===== src/design/nss_pkg.sv =====
// Package for the nearest segment search block: widths, command codes, types.
// No dependencies.
`default_nettype none
package nss_pkg;
    localparam int MaxSegments = 64;
    localparam int CoordWidth  = 16;
    localparam int SlotWidth   = 6;
    localparam int QueueDepth  = 2;

    typedef enum logic {
        CMD_ADD   = 1'b0,
        CMD_QUERY = 1'b1
    } cmd_t;

    typedef logic signed [CoordWidth-1:0] coord_t;

    // One beat as it travels from the front to the back part
    typedef struct packed {
        logic                 is_query;
        logic [SlotWidth-1:0] slot;
        coord_t               ax;
        coord_t               ay;
        coord_t               bx;
        coord_t               by;
        coord_t               px;
        coord_t               py;
    } beat_t;

    // Segment table entry: start and end point
    typedef struct packed {
        coord_t ax;
        coord_t ay;
        coord_t bx;
        coord_t by;
    } seg_t;
endpackage
`default_nettype wire


===== src/design/nss_front.sv =====
// Front part: accepts input beats and queues them for the back part.
// Depends on nss_pkg.
`default_nettype none
module nss_front
    import nss_pkg::*;
(
    input  wire logic  clk,
    input  wire logic  rst_n,
    input  wire logic  in_valid,
    output logic       in_stall,
    input  wire beat_t in_beat,
    output logic       q_valid,
    input  wire logic  q_pop,
    output beat_t      q_beat
);
    beat_t               buf_reg [QueueDepth];
    logic                wr_ptr_reg, wr_ptr_next;
    logic                rd_ptr_reg, rd_ptr_next;
    logic [1:0]          cnt_reg, cnt_next;
    logic                push;

    assign in_stall = (cnt_reg == 2'(QueueDepth));
    assign push     = in_valid && !in_stall;
    assign q_valid  = (cnt_reg != 2'd0);
    assign q_beat   = buf_reg[rd_ptr_reg];

    // Pointer and fill count
    always_comb
    begin
        wr_ptr_next = push ? ~wr_ptr_reg : wr_ptr_reg;
        rd_ptr_next = q_pop ? ~rd_ptr_reg : rd_ptr_reg;
        cnt_next    = cnt_reg + 2'(push) - 2'(q_pop);
    end

    always_ff @(posedge clk or negedge rst_n)
    begin
        if (!rst_n)
        begin
            wr_ptr_reg <= 1'b0;
            rd_ptr_reg <= 1'b0;
            cnt_reg    <= 2'd0;
        end
        else
        begin
            wr_ptr_reg <= wr_ptr_next;
            rd_ptr_reg <= rd_ptr_next;
            cnt_reg    <= cnt_next;
        end
    end

    always_ff @(posedge clk)
    begin
        if (push)
        begin
            buf_reg[wr_ptr_reg] <= in_beat;
        end
    end
endmodule
`default_nettype wire


===== config.mk =====
export PLATFORM = sky130hd
export DESIGN_NAME = nss_front
export DESIGN_NICKNAME = d
export VERILOG_FILES = /design/src/design/nss_pkg.sv /design/src/design/nss_front.sv
export SDC_FILE = /design/constraint.sdc
export NUM_CORES = 1
export LEC_CHECK = 0
export ABC_AREA = 1
export BUFFER_PORTS_ARGS = -buffer_cell sky130_fd_sc_hd__buf_2
export CORE_ASPECT_RATIO = 1.75
export CORE_MARGIN = 4
export CORE_UTILIZATION = 28
export DETAILED_ROUTE_END_ITERATION = 8
export PLACE_DENSITY = 0.52
export SKIP_LAST_GASP = 1
export SYNTH_ARGS = -nofsm -noshare
export SYNTH_HDL_FRONTEND = slang
export SYNTH_SLANG_ARGS = --single-unit

===== constraint.sdc =====
create_clock -name clk -period 12.95 [get_ports clk]
set_clock_uncertainty 0.05 [all_clocks]
set_input_delay 2.59 -clock clk [delete_from_list [all_inputs] [get_ports clk]]
set_output_delay 2.59 -clock clk [all_outputs]
set_load 0.05 [all_outputs]

Word-level counts from Yosys, hierarchy flattened
Memories as Yosys holds them, arrays and structs flattened.
Index checks and enable logic that the tools add are counted.
{"block": "totals", "reg_bits": 4, "mem_bits_rw": 206, "inputBits": 107, "output_inout_bits": 105, "mem_count": 1}
{"block": "classes", "n_addsub": 2, "eq_ne": 1, "n_mux": 2, "n_bitwise": 2, "reduce_logical": 3}
{"name": "buf_reg", "words": 2, "word_bits": 103, "rd": 1, "rd_clocked_by_memory_dff": 0, "wr": 1, "line": "nss_front.sv:16", "text": "beat_t buf_reg [QueueDepth];"}
{"cell": "2-bit by 1-bit adder with 2-bit output", "count": 1}
{"cell": "2-bit equality test, second input constant", "count": 1}
{"cell": "1-bit two-way mux", "count": 2}
{"cell": "1-bit inverter", "count": 2}
{"cell": "2-bit nonzero test", "count": 1}
{"cell": "2-bit by 1-bit subtractor with 2-bit output", "count": 1}
{"cell": "1-bit logical AND", "count": 1}
{"cell": "1-bit logical NOT", "count": 1}

Longest topological paths before layout
Gate-level depths: netlist (run 1).
{"block": "logic_depth", "word_depth": 5, "mapped_depth": 9}

Worst setup path before layout (run 1)
No wires, ideal clock.
{"block": "synth_timing", "path_kind": "input port to flip-flop", "start": "in in_valid", "end": "mem buf_reg[1][0] (netlist name), enable pin", "setup_ps": 565, "t_arrival_ps": 6959, "slack_ps": 5375, "cell_stages": 2, "n_path_buf": 0, "path_cell_list": "nand2_1 nor2_1"}
{"block": "synth_via", "elab_chain_cells": 3}
{"element": "from (decl)", "line": "nss_front.sv:9", "text": "input wire logic in_valid,"}
{"element": "1-bit logical AND", "line": "nss_front.sv:23", "text": "assign push = in_valid && !in_stall;"}
{"element": "1-bit two-way mux", "line": "nss_front.sv:53", "text": "if (push)"}
{"element": "1-bit two-way mux (not written as such)", "line": "nss_front.sv:55", "text": "buf_reg[wr_ptr_reg] <= in_beat;"}
{"element": "to (decl)", "line": "nss_front.sv:16"}
No other way between the ends.

==> summary.txt, run 1 <==
Die
  • Core area: 0.0281 mm2
  • Number of cell rows: 81
  • Die area: 0.0314 mm2
  • Die X: 136 um
  • I/O Pins: 212
  • Initial core utilization: 28.5%
  • DIE HEIGHT: 232 um

Synth
  • Syn Std Cell Area: 0.00800 mm2
  • Synth Area per Inst: 14.1 um2
  • Post-synthesis cell type count: 16
  • Synth Register Bits: 210
  • Syn. warnings: 0
  • Syn Inst Count: 566
  • Post-synthesis net count: 675
  • Post-synth top area cell: edfxtp_1
  • Register area share after synthesis: 78.6%
  • Synth area leaders: edfxtp_1, nand2_1, inv_1, o21ai_0, o21ai_2
  • Synth top area share: 77.4%

Power and ir drop
  • Leak Pwr: 4.19 nW
  • Power Dens Cells: 275 mW/mm2
  • Peak VDD IR: 0.000201 V

Critical path
  • Endpoint class of the critical path: primary output
  • Critical path fanouts, max: 94
  • CP Data Required Time: 10310 ps
  • Startpoint Class: flip-flop
  • CP Data Arrival Time: 3270 ps
  • Crit Path Category: flip-flop to primary output

Timing
  • Min Clock Period, post-route: 5910 ps
  • Slew HR: 31.3%
  • Unrepaired setup endpoints after global routing: no
  • Setup TNS: 0 ps
  • Measured slew at the worst slew-check pin: 1030 ps
  • Fin. max-slew vios: 0
  • Setup Viol. Count Final: 0
  • Final Hold Viols: 0
  • Fmax: 0.169 GHz
  • Period utilization: 45.6%

Cells and area
  • Final design utilization: 35.6%
  • Synth-to-Final Area Change: 25.0%
  • Commonest non-fill, non-tap cell in the layout: buf_2
  • Post-layout nets: 890
  • Max reg flops: 206
  • Commonest cells after routing, fill and taps aside: buf_2, edfxtp_1, nand2_1, inv_1, o21ai_0
  • Layout cells sized above 1: 34.2%

Drt
  • DR iter-0 viols: 188
  • DRT Pass-1 Iters: 4
  • Drt drc: 0
  • Final wirelength: 17200 um
  • Detail Route Antenna Nets: 0
  • Via density: 4.03
  • Vias post-DR: 4710
  • Wirelength per Cell: 14.8 um

Clocking
  • Max Root-Sink Buffers: 3
  • Clk_lat worst skew: 490 ps
  • Clock Tree Root: clkbuf_16
  • Hold buffers post-CTS: 0
  • Num CTS Buffers: 21
  • CTS Sinks: 210
  • Reg clk slew, reported paths: 60 ps
  • CTS H-tree lvls: 1
  • Postcts setup bufs: 0
  • Resize count post-CTS: 0
  • CTS tree: built

Global routing
  • Initial antenna violation count: 5
  • First-pass GRT wire length: 25300 um
  • Pin count of the biggest net entering global routing: 95
  • Total gr overflow: 0
  • Vias in the first global route: 4596
  • Gr usage total: 10.6%

Placed design
  • HPWL after DPL: 11700 um
  • Port bufs: 211
  • Final RePlAce weighted congestion: 0.749

Run
  • # Max-Cap Violations: 0

Min path
  • HP Class: flip-flop to flip-flop

Status
  • Outcome: finished, final reports clean
metal layers:
metal	vias up	routed length [um]	part of all wire [%]	GRT usage [%]
met2	130	9790	57	20.5
met3	40	1030	6.0	2.30
met1	2189	5720	33	10.3
met4	6	660	3.8	5.14
li1	2345	-	-	-
met5	-	34	0.20	0
worst paths after layout:
check	start	end	slack, ps	cells after the start
worst max-delay path	rd_ptr_reg	q_beat[34]	7040	4
worst min-delay path	wr_ptr_reg	wr_ptr_reg	430	2
worst max register to register	cnt_reg[1]	buf_reg[1][87]	10060	4
worst min register to register	wr_ptr_reg	wr_ptr_reg	430	2
max in group asynchronous	rst_n	rd_ptr_reg	10860	1
min in group asynchronous	rst_n	cnt_reg[0]	1850	1
critical path, cell delays in order, from the launching register on:
cell     delay [ps]
dfrtp_4         710
buf_4           610
buf_4           830
o21ai_0         280
buf_2           280
synth_stat cells, drive strengths merged:
| library cell | count |
|---|---|
| clkbuf | 6 |
| dfrtp | 4 |
| xor2 | 1 |
| buf | 17 |
| edfxtp | 206 |
| nor2 | 1 |
| inv | 111 |
| o21ai | 103 |
| nand2 | 113 |
| nand3 | 2 |
| ha | 2 |
layout make-up:
| class | count | area (um2) |
|---|---|---|
| Fill cell | 2785 | 18100 |
| Sequential cell | 210 | 6290 |
| Multi-Input combinational cell | 222 | 1090 |
| Timing Repair Buffer | 215 | 1090 |
| Clock buffer | 27 | 548 |
| Tap cell | 373 | 467 |
| Inverter | 111 | 419 |
| Clock inverter | 8 | 91.3 |
| Antenna cell | 2 | 5.00 |
where the power goes:
| group | internal (W) | leakage (nW) | switching (W) |
|---|---|---|---|
| sequential | 0.000929 | 1.96 | 0.0000508 |
| combinational | 0.000218 | 1.92 | 0.000975 |
| clock | 0.000338 | 0.313 | 0.000241 |
| total | 0.00149 | 4.19 | 0.00127 |
kinds of logic after synthesis:
family          count (synthesis)  synth area share, %
flops                         210                 78.6
xor+xnor                        1                0.110
fa+ha+maj                       2                0.313
simple gates                  116                 5.48
compound gates                103                 7.67
buf+inv                       134                 7.82
per-stage QoR:
step | instances | setup slack, ps | total power, W | instance area, um2 | hold WS, ps
floorplan | 566 | 5380 | 0.00196 | 8000 | 392
global route | 1168 | 6670 | 0.00289 | 10000 | 461
global placement | 1131 | 7440 | 0.00221 | 9350 | 409
finish | 1168 | 7040 | 0.00275 | 10000 | 429
CTS | 1166 | 6880 | 0.00280 | 9990 | 434
detailed placement | 1131 | 7430 | 0.00222 | 9350 | 420
Power figures use the tool's default switching activity.
==> run 2: changes to the inputs <==
- PLACE_DENSITY: 0.52 -> 0.54
- clock period: 12.95 -> 4.8 ns (I/O delays scaled with it)
==> run 2 against run 1 <==
Net effect: largest cell class unchanged; combinational power grew to 2.7 times the previous value; total power grew to 2.7 times the previous value; worst hold slack lost 210 ps; clock power grew to 2.8 times the previous value; critical endpoint is now q_beat[40]; sequential share of layout area shrank 0.41 points; first-iteration DRC count grew 19%; register-to-register slack lost 7500 ps.
==> summary.txt, run 2 (synthesis gave the netlist of run 1 again) <==
Status
  • Outcome: finished, final reports clean (unchanged)

Critical path
  • Reg2Reg Setup Slack: 2610 ps (was 10060 ps)
  • CP Data Arrival Time: 2260 ps (was 3270 ps)
  • Worst r2r path cells: 5 (was 4)
  • Startpoint Class: flip-flop (unchanged)
  • Crit Path Category: flip-flop to primary output (unchanged)
  • Endpoint class of the critical path: primary output (unchanged)
  • Crit-path slowest cell: dfrtp_4 (was buf_4)
  • Critical-path cell list: buf_4 -> nand2_1 -> o21ai_0 -> buf_2 (was buf_4 -> buf_4 -> o21ai_0 -> buf_2)
  • CP top delay family: flip-flops (was buffers and inverters)
  • Worst reg2reg endpoint: buf_reg[0][56] (was buf_reg[1][87])
  • Crit-path max cell delay: 810 ps (was 830 ps)
  • Buf/Inv on CP: 2 (was 3)
  • Critical path fanouts, max: 64 (was 94)
  • CP Data Required Time: 3790 ps (was 10310 ps)
  • Reg-to-Reg Start: cnt_reg[0] (was cnt_reg[1])

Placed design
  • Final RePlAce weighted congestion: 0.753 (was 0.749)
  • Placement Cell Area: 0.00939 mm2 (was 0.00935 mm2)
  • Placed instance count: 1134 (was 1131)
  • Port bufs: 211 (unchanged)
  • HPWL after DPL: 12100 um (was 11700 um)

Timing
  • Min Clock Period, post-route: 3270 ps
  • Setup Viol. Count Final: 0 (unchanged)
  • Unrepaired setup endpoints after global routing: no (unchanged)
  • Min Hold Slack: 222 ps (was 429 ps)
  • Setup TNS: 0 ps (unchanged)
  • Slew HR: 37.2% (was 31.3%)
  • Measured slew at the worst slew-check pin: 943 ps (was 1030 ps)
  • Final Hold Viols: 0 (unchanged)
  • Period utilization: 68.1%
  • Fmax: 0.306 GHz
  • Fin. max-slew vios: 0 (unchanged)

Clocking
  • Clk_lat worst skew: 480 ps (was 490 ps)
  • CTS Sinks: 210 (unchanged)
  • Hold buffers post-CTS: 0 (unchanged)
  • Max Root-Sink Buffers: 3 (unchanged)
  • Reg clk slew, reported paths: 60 ps (about the same)
  • CTS tree: built (unchanged)
  • Num CTS Buffers: 20 (was 21)
  • Resize count post-CTS: 0 (unchanged)
  • Postcts setup bufs: 0 (unchanged)
  • Clock Tree Root: clkbuf_16 (unchanged)
  • CTS H-tree lvls: 1 (unchanged)

Power and ir drop
  • Leak Pwr: 4.22 nW (was 4.19 nW)
  • Peak VDD IR: 0.000841 V (was 0.000201 V)
  • Power Dens Cells: 744 mW/mm2 (was 275 mW/mm2)

Drt
  • DR top layer: met5 (unchanged)
  • Detail Route Antenna Nets: 0 (unchanged)
  • DRT Pass-1 Iters: 4 (unchanged)
  • M1 WL: 5780 um (was 5720 um)
  • Final wirelength: 17400 um (was 17200 um)
  • Drt drc: 0 (unchanged)
  • Routed wl met2: 9940 um (was 9790 um)
  • Vias post-DR: 4681 (was 4710)
  • Met3 routed WL: 1030 um (about the same)
  • Wirelength per Cell: 14.8 um (about the same)
  • DR iter-0 viols: 223 (was 188)
  • Via density: 3.99 (was 4.03)

Die
  • Core area: 0.0281 mm2 (unchanged)
  • Die area: 0.0314 mm2 (unchanged)
  • DIE HEIGHT: 232 um (unchanged)
  • Initial core utilization: 28.5% (unchanged)
  • I/O Pins: 212 (unchanged)
  • Number of cell rows: 81 (unchanged)
  • Die X: 136 um (unchanged)

Cells and area
  • Layout cells sized above 1: 34.6% (was 34.2%)
  • Max reg flops: 206 (unchanged)
  • Synth-to-Final Area Change: 25.8% (was 25.0%)
  • Post-layout nets: 892 (was 890)
  • Fill cells: 2792 (was 2785)
  • Final std cells w/o fill: 1172 (was 1168)
  • Commonest cells after routing, fill and taps aside: buf_2, edfxtp_1, nand2_1, inv_1, o21ai_0 (unchanged)
  • Post-route cell area: 0.0101 mm2 (was 0.0100 mm2)
  • Commonest non-fill, non-tap cell in the layout: buf_2 (unchanged)

Global routing
  • Vias in the first global route: 4650 (was 4596)
  • Total gr overflow: 0 (unchanged)
  • Pin count of the biggest net entering global routing: 81 (was 95)
  • First-pass GRT wire length: 25400 um (was 25300 um)
  • Gr usage total: 10.7% (was 10.6%)
  • Initial antenna violation count: 6 (was 5)

Run
  • # Max-Cap Violations: 0 (unchanged)

Min path
  • HP Class: primary input to asynchronous set/reset pin (was flip-flop to flip-flop)
## run 2: area by class of cell
| cell class | count | area [um2] | share of cell area (%) |
|---|---|---|---|
| multi-input combinational | 222 | 1090 | 10.9 |
| sequential | 210 | 6290 | 62.5 |
| clock buffer | 25 | 541 | 5.37 |
| tap | 373 | 467 | 4.64 |
| antenna | 4 | 10.0 | 0.0995 |
| clock inverter | 9 | 124 | 1.23 |
| inverter | 111 | 419 | 4.17 |
| timing repair buffer | 218 | 1120 | 11.1 |
## run 2: power by group
| part | switching, W | internal (W) |
|---|---|---|
| logic | 0.00261 | 0.000610 |
| registers | 0.000161 | 0.00250 |
| clock network | 0.000645 | 0.000960 |
## run 2: routing by layer
metal	global-route usage (%)	vias to the layer above
li1	-	2346
met3	2.43	33
met5	0	-
met1	10.2	2169
met4	5.17	4
met2	20.8	129
## run 2: worst max-delay path by stage
| stage | start | to | slack, ps | depth (start not counted) |
|---|---|---|---|---|
| 4_1_cts | rd_ptr_reg | q_beat[14] | 1460 | 4 |
| 6_report | rd_ptr_reg | q_beat[40] | 1530 | 4 |
| 2_1_floorplan | in_valid | buf_reg[1][0] | 590 | 2 |
| 3_3_place_gp | in_valid | buf_reg[0][67] | 1980 | 4 |
| 3_5_place_dp | rd_ptr_reg | q_beat[14] | 2000 | 4 |
| 5_1_grt | rd_ptr_reg | q_beat[40] | 1300 | 4 |
## run 2: metrics by stage
stage	worst slack (ps)	total power [W]	utilization, %
2_1_floorplan	590	0.00528	-
3_3_place_gp	1980	0.00596	33.4
3_5_place_dp	2000	0.00598	33.4
4_1_cts	1460	0.00762	35.8
5_1_grt	1300	0.00788	35.8
6_report	1530	0.00749	35.8
